### src/hdl/cih_pkg.sv
// cih_pkg: shared constants, codes and controller/datapath interface types
// for the class id histogram table.
// No dependencies.
package cih_pkg;

   localparam int MAX_ENTRIES = 64;
   localparam int COUNT_BITS  = 32;
   localparam int ADDR_W      = $clog2(MAX_ENTRIES);
   localparam int USED_W      = $clog2(MAX_ENTRIES + 1);

   // port widths
   localparam int FUNC_W    = 2;
   localparam int ID_W      = 8;
   localparam int STATUS_W  = 3;
   localparam int SLOT_W    = 6;
   localparam int COUNT_W   = 32;
   localparam int ENTRIES_W = 7;

   localparam logic [COUNT_BITS-1:0] COUNT_MAX = '1;

   typedef enum logic [FUNC_W-1:0] {
      FN_COUNT = 2'd0,
      FN_ZERO  = 2'd1,
      FN_CLEAR = 2'd2,
      FN_RSVD  = 2'd3
   } func_type;

   typedef enum logic [STATUS_W-1:0] {
      ST_HIT     = 3'd0,
      ST_NEW     = 3'd1,
      ST_RANGE   = 3'd2,
      ST_FULL    = 3'd3,
      ST_ZEROED  = 3'd4,
      ST_CLEARED = 3'd5
   } status_type;

   typedef enum logic [1:0] {
      S_IDLE,
      S_SEARCH,
      S_ZERO
   } state_type;

   typedef struct packed {
      logic       load_req;
      logic       idx_clear;
      logic       idx_inc;
      logic       rd_en;
      logic       wr_zero;
      logic       wr_new;
      logic       wr_hit;
      logic       clr_used;
      logic       rsp_en;
      status_type rsp_status;
   } cmd_type;

   typedef struct packed {
      logic used_zero;
      logic full;
      logic idx_end;
      logic zero_last;
      logic hit;
      logic range_err;
   } stat_type;

endpackage

### src/hdl/cih_ctrl.sv
// cih_ctrl: request sequencer for the class id histogram table.
// Drives cih_datapath through cmd_type commands; uses cih_pkg.
module cih_ctrl (
   input  logic              clock,
   input  logic              reset,
   input  logic              start,
   input  logic [1:0]        req_func,
   input  cih_pkg::stat_type stat,
   output cih_pkg::cmd_type  cmd,
   output logic              busy
);
   import cih_pkg::*;

   state_type state_ff;
   state_type state_in;
   logic      accept;
   func_type  func;

   assign accept = start && (state_ff == S_IDLE);
   assign func   = func_type'(req_func);
   assign busy   = (state_ff != S_IDLE);

   always_ff @(posedge clock) begin
      if (reset) begin
         state_ff <= S_IDLE;
      end else begin
         state_ff <= state_in;
      end
   end

   // next state
   always_comb begin
      state_in = state_ff;
      case (state_ff)
         S_IDLE: begin
            if (accept) begin
               case (func)
                  FN_COUNT: begin
                     if (!stat.range_err) begin
                        state_in = S_SEARCH;
                     end
                  end
                  FN_ZERO: begin
                     if (!stat.used_zero) begin
                        state_in = S_ZERO;
                     end
                  end
                  default: state_in = S_IDLE;
               endcase
            end
         end
         S_SEARCH: begin
            if (stat.hit || stat.idx_end) begin
               state_in = S_IDLE;
            end
         end
         S_ZERO: begin
            if (stat.zero_last) begin
               state_in = S_IDLE;
            end
         end
         default: state_in = S_IDLE;
      endcase
   end

   // commands
   always_comb begin
      cmd            = '0;
      cmd.rsp_status = ST_HIT;
      case (state_ff)
         S_IDLE: begin
            if (accept) begin
               case (func)
                  FN_COUNT: begin
                     cmd.load_req  = 1'b1;
                     cmd.idx_clear = 1'b1;
                     if (stat.range_err) begin
                        cmd.rsp_en     = 1'b1;
                        cmd.rsp_status = ST_RANGE;
                     end
                  end
                  FN_ZERO: begin
                     cmd.idx_clear = 1'b1;
                     if (stat.used_zero) begin
                        cmd.rsp_en     = 1'b1;
                        cmd.rsp_status = ST_ZEROED;
                     end
                  end
                  FN_CLEAR: begin
                     cmd.clr_used   = 1'b1;
                     cmd.rsp_en     = 1'b1;
                     cmd.rsp_status = ST_CLEARED;
                  end
                  default: cmd = '0;
               endcase
            end
         end
         S_SEARCH: begin
            if (stat.hit) begin
               cmd.wr_hit     = 1'b1;
               cmd.rsp_en     = 1'b1;
               cmd.rsp_status = ST_HIT;
            end else if (stat.idx_end) begin
               // every used slot compared without a match
               cmd.rsp_en = 1'b1;
               if (stat.full) begin
                  cmd.rsp_status = ST_FULL;
               end else begin
                  cmd.wr_new     = 1'b1;
                  cmd.rsp_status = ST_NEW;
               end
            end else begin
               cmd.rd_en   = 1'b1;
               cmd.idx_inc = 1'b1;
            end
         end
         S_ZERO: begin
            cmd.wr_zero = 1'b1;
            if (stat.zero_last) begin
               cmd.rsp_en     = 1'b1;
               cmd.rsp_status = ST_ZEROED;
            end else begin
               cmd.idx_inc = 1'b1;
            end
         end
         default: cmd = '0;
      endcase
   end

endmodule

### src/hdl/cih_datapath.sv
// cih_datapath: id and count memories, slot index, fill count and result
// registers for the class id histogram table. Uses cih_pkg.
module cih_datapath (
   input  logic                           clock,
   input  logic                           reset,
   input  logic [cih_pkg::ID_W-1:0]       req_class_id,
   input  cih_pkg::cmd_type               cmd,
   output cih_pkg::stat_type              stat,
   output logic                           rsp_strobe,
   output logic [cih_pkg::STATUS_W-1:0]   rsp_status,
   output logic [cih_pkg::SLOT_W-1:0]     rsp_slot,
   output logic [cih_pkg::COUNT_W-1:0]    rsp_count_now,
   output logic [cih_pkg::ENTRIES_W-1:0]  rsp_entries_in_use
);
   import cih_pkg::*;

   logic [ID_W-1:0]       id_mem_ff  [MAX_ENTRIES];
   logic [COUNT_BITS-1:0] cnt_mem_ff [MAX_ENTRIES];

   logic [ID_W-1:0]       req_id_ff;
   logic [ID_W-1:0]       rd_id_ff;
   logic [COUNT_BITS-1:0] rd_cnt_ff;
   logic [ADDR_W-1:0]     rd_slot_ff;

   logic                  rd_valid_ff, rd_valid_in;
   logic [USED_W-1:0]     used_ff, used_in;
   logic [USED_W-1:0]     idx_ff, idx_in;
   logic                  rsp_strobe_ff, rsp_strobe_in;

   logic [STATUS_W-1:0]   rsp_status_ff;
   logic [SLOT_W-1:0]     rsp_slot_ff;
   logic [COUNT_W-1:0]    rsp_count_ff;
   logic [ENTRIES_W-1:0]  rsp_entries_ff;

   logic [ADDR_W-1:0]     idx_addr;
   logic [ADDR_W-1:0]     used_addr;
   logic [USED_W-1:0]     idx_plus;
   logic [COUNT_BITS-1:0] sat_cnt;
   logic                  cnt_we;
   logic [ADDR_W-1:0]     cnt_waddr;
   logic [COUNT_BITS-1:0] cnt_wdata;
   logic [ADDR_W-1:0]     slot_sel;
   logic [COUNT_BITS-1:0] count_sel;
   logic [USED_W-1:0]     used_after;

   assign idx_addr  = idx_ff[ADDR_W-1:0];
   assign used_addr = used_ff[ADDR_W-1:0];
   assign idx_plus  = idx_ff + USED_W'(1);
   assign sat_cnt   = (rd_cnt_ff == COUNT_MAX) ? rd_cnt_ff : rd_cnt_ff + COUNT_BITS'(1);

   // status to the controller
   assign stat.used_zero = (used_ff == '0);
   assign stat.full      = (used_ff == USED_W'(MAX_ENTRIES));
   assign stat.idx_end   = (idx_ff == used_ff);
   assign stat.zero_last = (idx_plus == used_ff);
   assign stat.hit       = rd_valid_ff && (rd_id_ff == req_id_ff);
   assign stat.range_err = ({1'b0, req_class_id} > (ID_W + 1)'(MAX_ENTRIES));

   // single count write port shared by hit, append and zero sweep
   always_comb begin
      cnt_we    = cmd.wr_hit || cmd.wr_new || cmd.wr_zero;
      cnt_waddr = idx_addr;
      cnt_wdata = '0;
      if (cmd.wr_hit) begin
         cnt_waddr = rd_slot_ff;
         cnt_wdata = sat_cnt;
      end else if (cmd.wr_new) begin
         cnt_waddr = used_addr;
         cnt_wdata = COUNT_BITS'(1);
      end
   end

   always_comb begin
      used_in = used_ff;
      if (cmd.clr_used) begin
         used_in = '0;
      end else if (cmd.wr_new) begin
         used_in = used_ff + USED_W'(1);
      end
   end

   always_comb begin
      idx_in = idx_ff;
      if (cmd.idx_clear) begin
         idx_in = '0;
      end else if (cmd.idx_inc) begin
         idx_in = idx_plus;
      end
   end

   assign rd_valid_in   = cmd.rd_en;
   assign rsp_strobe_in = cmd.rsp_en;

   always_comb begin
      slot_sel  = '0;
      count_sel = '0;
      if (cmd.wr_hit) begin
         slot_sel  = rd_slot_ff;
         count_sel = sat_cnt;
      end else if (cmd.wr_new) begin
         slot_sel  = used_addr;
         count_sel = COUNT_BITS'(1);
      end
   end

   assign used_after = used_in;

   always_ff @(posedge clock) begin
      if (reset) begin
         used_ff       <= '0;
         idx_ff        <= '0;
         rd_valid_ff   <= 1'b0;
         rsp_strobe_ff <= 1'b0;
      end else begin
         used_ff       <= used_in;
         idx_ff        <= idx_in;
         rd_valid_ff   <= rd_valid_in;
         rsp_strobe_ff <= rsp_strobe_in;
      end
   end

   always_ff @(posedge clock) begin
      if (cmd.load_req) begin
         req_id_ff <= req_class_id;
      end
      if (cmd.rd_en) begin
         rd_id_ff   <= id_mem_ff[idx_addr];
         rd_cnt_ff  <= cnt_mem_ff[idx_addr];
         rd_slot_ff <= idx_addr;
      end
      if (cmd.wr_new) begin
         id_mem_ff[used_addr] <= req_id_ff;
      end
      if (cnt_we) begin
         cnt_mem_ff[cnt_waddr] <= cnt_wdata;
      end
      if (cmd.rsp_en) begin
         rsp_status_ff  <= cmd.rsp_status;
         rsp_slot_ff    <= SLOT_W'(slot_sel);
         rsp_count_ff   <= COUNT_W'(count_sel);
         rsp_entries_ff <= ENTRIES_W'(used_after);
      end
   end

   assign rsp_strobe         = rsp_strobe_ff;
   assign rsp_status         = rsp_status_ff;
   assign rsp_slot           = rsp_slot_ff;
   assign rsp_count_now      = rsp_count_ff;
   assign rsp_entries_in_use = rsp_entries_ff;

endmodule

### src/hdl/class_id_histogram_table.sv
// class_id_histogram_table: top level, controller plus datapath.
// Depends on cih_pkg, cih_ctrl and cih_datapath.
//
//   channel   ports                                    transfer
//   request   start, busy, req_func, req_class_id      start high while busy low
//   result    rsp_strobe, rsp_status, rsp_slot,        one cycle with rsp_strobe high
//             rsp_count_now, rsp_entries_in_use
//
// count: the search reads one slot per cycle, then compares and writes back
// zero: sweeps every used slot; zero on an empty table, clear, out of range
//   id and unused func codes: busy stays low; unused func codes give no result
// the result strobe comes the cycle after the last cycle of the request
// synchronous reset empties the table; memory contents need no reset
// results cannot be held off; the next request may start while one is shown
module class_id_histogram_table (
   input  logic                           clock,
   input  logic                           reset,
   input  logic                           start,
   output logic                           busy,
   input  logic [cih_pkg::FUNC_W-1:0]     req_func,
   input  logic [cih_pkg::ID_W-1:0]       req_class_id,
   output logic                           rsp_strobe,
   output logic [cih_pkg::STATUS_W-1:0]   rsp_status,
   output logic [cih_pkg::SLOT_W-1:0]     rsp_slot,
   output logic [cih_pkg::COUNT_W-1:0]    rsp_count_now,
   output logic [cih_pkg::ENTRIES_W-1:0]  rsp_entries_in_use
);
   import cih_pkg::*;

   cmd_type  cmd;
   stat_type stat;

   cih_ctrl u_ctrl (
      .clock    (clock),
      .reset    (reset),
      .start    (start),
      .req_func (req_func),
      .stat     (stat),
      .cmd      (cmd),
      .busy     (busy)
   );

   cih_datapath u_datapath (
      .clock              (clock),
      .reset              (reset),
      .req_class_id       (req_class_id),
      .cmd                (cmd),
      .stat               (stat),
      .rsp_strobe         (rsp_strobe),
      .rsp_status         (rsp_status),
      .rsp_slot           (rsp_slot),
      .rsp_count_now      (rsp_count_now),
      .rsp_entries_in_use (rsp_entries_in_use)
   );

`ifndef NO_ASSERTIONS
   // every result is issued on the way back to idle
   a_rsp_idle: assert property (@(posedge clock) disable iff (reset)
      rsp_strobe |-> !busy)
      else $error("result strobe while busy");

   // a clear answers in the next cycle with an empty table
   a_clear: assert property (@(posedge clock) disable iff (reset)
      (start && !busy && req_func == FN_CLEAR) |=>
         (rsp_strobe && rsp_status == ST_CLEARED && rsp_entries_in_use == '0))
      else $error("clear result wrong");

   // a counted entry never reports zero
   a_hit_nonzero: assert property (@(posedge clock) disable iff (reset)
      (rsp_strobe && (rsp_status == ST_HIT || rsp_status == ST_NEW)) |->
         (rsp_count_now != '0))
      else $error("counted entry with zero count");

   // fill count never passes the table size
   a_fill: assert property (@(posedge clock) disable iff (reset)
      rsp_strobe |-> (rsp_entries_in_use <= ENTRIES_W'(MAX_ENTRIES)))
      else $error("entries in use beyond table size");
`endif

endmodule

### config.mk
export PLATFORM = sky130hd
export DESIGN_NAME = class_id_histogram_table
export DESIGN_NICKNAME = d
export VERILOG_FILES = /design/src/hdl/cih_pkg.sv /design/src/hdl/cih_ctrl.sv /design/src/hdl/cih_datapath.sv /design/src/hdl/class_id_histogram_table.sv
export SDC_FILE = /design/constraint.sdc
export NUM_CORES = 2
export LEC_CHECK = 0
export ABC_AREA = 1
export BUFFER_PORTS_ARGS = -buffer_cell sky130_fd_sc_hd__buf_2
export CORE_UTILIZATION = 35
export DETAILED_ROUTE_END_ITERATION = 8
export SLEW_MARGIN = 15
export SYNTH_ARGS = -nofsm -noshare
export SYNTH_HDL_FRONTEND = slang
export SYNTH_SLANG_ARGS = --single-unit
### constraint.sdc
create_clock -name clock -period 5.7 [get_ports clock]
set_input_delay 0.57 -clock clock [delete_from_list [all_inputs] [get_ports clock]]
set_output_delay 0.57 -clock clock [all_outputs]
set_load 0.03 [all_outputs]
==> summary.md <==
| Metric | Value |
|---|---|
| Dominant register cell in the synthesized netlist | `sky130_fd_sc_hd__edfxtp_1` |
| Violation count after the first detailed-routing iteration | `8656` |
| Number of buffers added to fix hold violations after cts | `9` |
| Sequential fraction of the synthesis area | `0.757` |
| RSZ-0062 raised after global routing | `false` |
| Worst path top cell family by delay | `simple AND/OR/NAND/NOR gates` |
| Slowest Stage Delay on Critical Path | `0.83 ns` |
| End point of the critical path | `u_datapath.cnt_mem_ff[54][24]` |
| Average cell area after synthesis | `13.5 sq um` |
| Worst Setup End Kind | `flop` |
| Final instance count without filler cells | `12.0k` |
| Count of final hold-check violations | `0` |
| Die Span Y | `552 um` |
| Crit path max fanout | `28` |
| Master cell of the clock root buffer | `sky130_fd_sc_hd__clkbuf_16` |
| Total wire length after detailed routing | `298000 um` |
| Launch instance of the worst min-delay path | `req_func[1]` |
| Sw Share | `0.293` |
| Register clock-pin slew on the reported worst setup and hold paths | `0.06 ns` |
| Most frequent cells after synthesis | `sky130_fd_sc_hd__edfxtp_1, sky130_fd_sc_hd__nor2_1, sky130_fd_sc_hd__o21ai_0, sky130_fd_sc_hd__o211ai_1, sky130_fd_sc_hd__clkbuf_1` |
| # rows | `201` |
| Clock tree from TritonCTS | `done` |
| Per-cell routed wire length | `about 25 um` |
| Worst-case headroom to the max-slew limit | `0.233` |
| Overall power after layout | `approximately 50 mW` |
| Worst Hold Class | `primary input to flop` |
| Critical Path RT | `6.30 ns` |
| Setup fix buffers added after clock tree synthesis | `0` |
| Count of buffers from port buffering | `62` |
| Cells after synthesis | `7876` |
| Final setup fails | `0` |
| Width of the die | `552 um` |
| Post-Place Cells | `11.5k` |
| Leakage Power | `34.5 nW` |
| Internal power consumption | `35.1 mW` |
| Slack of the worst reg-to-reg path | `1.33 ns` |
| Buffer levels on the longest clock path | `4` |
| Clock latency on the worst-skew pair | `0.94 ns` |
| Skew final | `0.110 ns` |
| Cell with the most instances on the worst path | `sky130_fd_sc_hd__nand2_1` |
| GRT Total Usage | `0.188` |
| FF-to-FF End | `u_datapath.cnt_mem_ff[54][24]` |
| Largest net degree at the start of global routing | `183` |
| FF-to-FF Start | `u_datapath.req_id_ff[1]` |
| Die ar. | `305000 sq um` |
| First-pass GRT wire length | `432000 um` |
| Startpoint of the worst setup timing path | `u_datapath.req_id_ff[1]` |
| Worst-margin pin slew | `1.14 ns` |
| PostCTS Resize Cnt | `0` |
| Max Freq | `229 MHz` |
| Clk pwr share | `0.370` |
| Global placement routability congestion | `0.901` |
| Count of maximum capacitance violations | `0` |
| Critical path startpoint category | `flop` |
| Post-synthesis to final-layout area growth | `13.9%` |
| Top cell type by total area after synthesis | `sky130_fd_sc_hd__edfxtp_1` |
| Number of antenna violations at the first check in global routing | `7` |
| Run status | `finished clean` |
| Share of flip-flops with an asynchronous set or reset after synthesis | `0` |
| Worst path depth | `14` |
| Synth Register Bits | `2680` |
| Final-stage net count | `7885` |
| Antenna-violating nets left | `0` |
| Synth warn | `0` |
| Via count of the first global-routing pass | `around 64k` |
| Finished layout cell area | `121000 sq um` |
| Dominant cells by area after synthesis | `sky130_fd_sc_hd__edfxtp_1, sky130_fd_sc_hd__o21ai_0, sky130_fd_sc_hd__nor2_1` |
| Worst-path cell chain | `buf_4 -> nand2_1 -> o21ai_1 -> nor2_1 -> nand2_1 -> nor2_4 -> nand3_4 -> buf_4 -> inv_2 -> nand2_1 -> o21ai_2 -> nand3_1 -> nor2_4 -> buf_12` |
| Critical path's slowest cell | `sky130_fd_sc_hd__nor2_4` |
| Pwr/cell area | `410 nW/um^2` |
| Via count | `a little under 70k` |
| Critical path buffers and inverters | `4` |
| Number of enable-type register cells in the synthesized netlist | `2662` |
| Unique masters post-synth | `47` |
| DRC Markers | `0` |
| Sequential cell fraction of total power | `0.460` |
| Netlist area before placement | `approximately 110000 sq um` |
| Cell depth of the worst flop-to-flop path | `14` |
| Logic gate share of total power | `0.170` |
| Start-to-end type of the worst setup path | `flop to flop` |
| Critical path arrival | `4.97 ns` |
| Cell with the most instances after synthesis | `sky130_fd_sc_hd__edfxtp_1` |
| Number of pins with negative max-slew slack in the final report | `0` |
| Setup TNS after final layout | `0 ns` |
| Final period demand of the worst path | `4.37 ns` |
| Number of detailed-routing iterations run before antenna repair | `7` |
| Htree depth | `5` |
| Grt total ovfl | `0` |
| Synthesized net count | `7898` |
| Fraction of layout instances using a drive strength above 1 | `0.0983` |
| Placeable Area | `301000 sq um` |
| Via count normalized by instance count | `5.60` |
| Worst vdd rail ir drop | `312 uV` |
| Sw power | `14.5 mW` |
| Fraction of synthesized cell area taken by the top area cell type | `0.754` |
| I/O pins | `63` |
| Number of buffers inserted during clock tree synthesis | `296` |
| Post-place instance area | `112000 sq um` |
| Effective utilization at floorplan | `0.353` |
| Part of the cycle the worst path needs | `0.767` |
| Total clock sinks | `2680` |
| HPWL after detailed placement | `168000 um` |
-- power by group through the flow --
stage	combinational, mW	clock, mW	sequential, mW
floorplan	4.64	0	23.4
global placement	8.26	0	23.2
detailed placement	8.33	0	23.2
CTS	8.35	18.6	22.8
global route	8.84	19.3	22.9
finish	8.43	18.3	22.8
-- how the worst min path moves through the flow --
stage                                  end  slack (ns)  cells past startpoint
2_1_floorplan     u_datapath.rd_slot_ff[2]        0.41                      0
3_3_place_gp   u_datapath.id_mem_ff[47][2]        0.50                      0
3_5_place_dp   u_datapath.id_mem_ff[47][2]        0.50                      0
4_1_cts                 u_ctrl.state_ff[1]       0.009                      4
5_1_grt                 u_ctrl.state_ff[1]        0.07                      4
6_report                u_ctrl.state_ff[1]        0.07                      4
-- sequential cells by signal (all words and copies together) (netlist names), 8 cells and up --
signal / flops
u_datapath.rd_id_ff: 8
u_datapath.cnt_mem_ff: 2048
u_datapath.rsp_count_now: 32
u_datapath.id_mem_ff: 512
u_datapath.req_id_ff: 8
u_datapath.rd_cnt_ff: 32
-- area by class of cell --
type	count	area [sq um]
timing repair buffer	266	2230
clock buffer	363	7830
fill	27300	180000
sequential	2680	80300
tap	3958	4950
antenna	5	12.5
multi-input combinational	4521	23700
inverter	98	402
clock inverter	146	1360
-- per-stage QoR --
stage	setup slack (ns)	util	hold slack (ns)
after floorplan	0.0523	-	0.409
after global placement	1.22	0.371	0.496
after detailed placement	1.31	0.371	0.498
after CTS	1.30	0.402	0.00921
after global routing	1.03	0.402	0.0670
final	1.33	0.402	0.0694
-- tightest hold or removal path, cell delays in order --
cell                     delay (ns)
sky130_fd_sc_hd__buf_2         0.14
sky130_fd_sc_hd__nor3_1        0.07
sky130_fd_sc_hd__nor2_1        0.09
sky130_fd_sc_hd__nor2_1        0.05
-- routing by layer --
layer,track usage,wire [um],up-vias
li1,-,-,29900
met1,0.258,123000,33900
met2,0.301,140000,3109
met3,0.0281,23400,546
met4,0.0728,11400,0
met5,0,0,-
-- logic make-up after synthesis --
logic type | count (synthesis) | synth area share
flops | 2680 | 0.757
compound gates | 2305 | 0.130
simple gates | 2183 | 0.0840
buf+inv | 675 | 0.0254
fa+ha+maj | 9 | 0.00106
xor+xnor | 24 | 0.00205
-- placed cells by master (no fill, tap or decap), types with 5 or more instances in the layout --
master	count
sky130_fd_sc_hd__inv_1	77
sky130_fd_sc_hd__clkinv_2	40
sky130_fd_sc_hd__o211ai_1	452
sky130_fd_sc_hd__a21oi_4	5
sky130_fd_sc_hd__inv_8	5
sky130_fd_sc_hd__clkbuf_16	304
sky130_fd_sc_hd__dfxtp_4	5
sky130_fd_sc_hd__buf_4	166
sky130_fd_sc_hd__a21oi_1	25
sky130_fd_sc_hd__xnor2_1	13
sky130_fd_sc_hd__clkbuf_1	59
sky130_fd_sc_hd__nor2_4	80
sky130_fd_sc_hd__o22ai_1	320
sky130_fd_sc_hd__nor2_1	1538
sky130_fd_sc_hd__ha_1	9
sky130_fd_sc_hd__dfxtp_1	12
sky130_fd_sc_hd__buf_12	29
sky130_fd_sc_hd__diode_2	5
sky130_fd_sc_hd__nand4_1	17
sky130_fd_sc_hd__nand3_1	302
sky130_fd_sc_hd__edfxtp_1	2662
sky130_fd_sc_hd__bufinv_16	25
sky130_fd_sc_hd__nand3_2	14
sky130_fd_sc_hd__inv_6	7
sky130_fd_sc_hd__inv_2	14
sky130_fd_sc_hd__nor3_1	18
sky130_fd_sc_hd__dlygate4sd3_1	9
sky130_fd_sc_hd__o21ai_0	1299
sky130_fd_sc_hd__o221ai_1	190
sky130_fd_sc_hd__clkinv_1	66
sky130_fd_sc_hd__buf_2	62
sky130_fd_sc_hd__xor2_1	10
sky130_fd_sc_hd__nand2_1	188
Power figures use the tool's default switching activity.
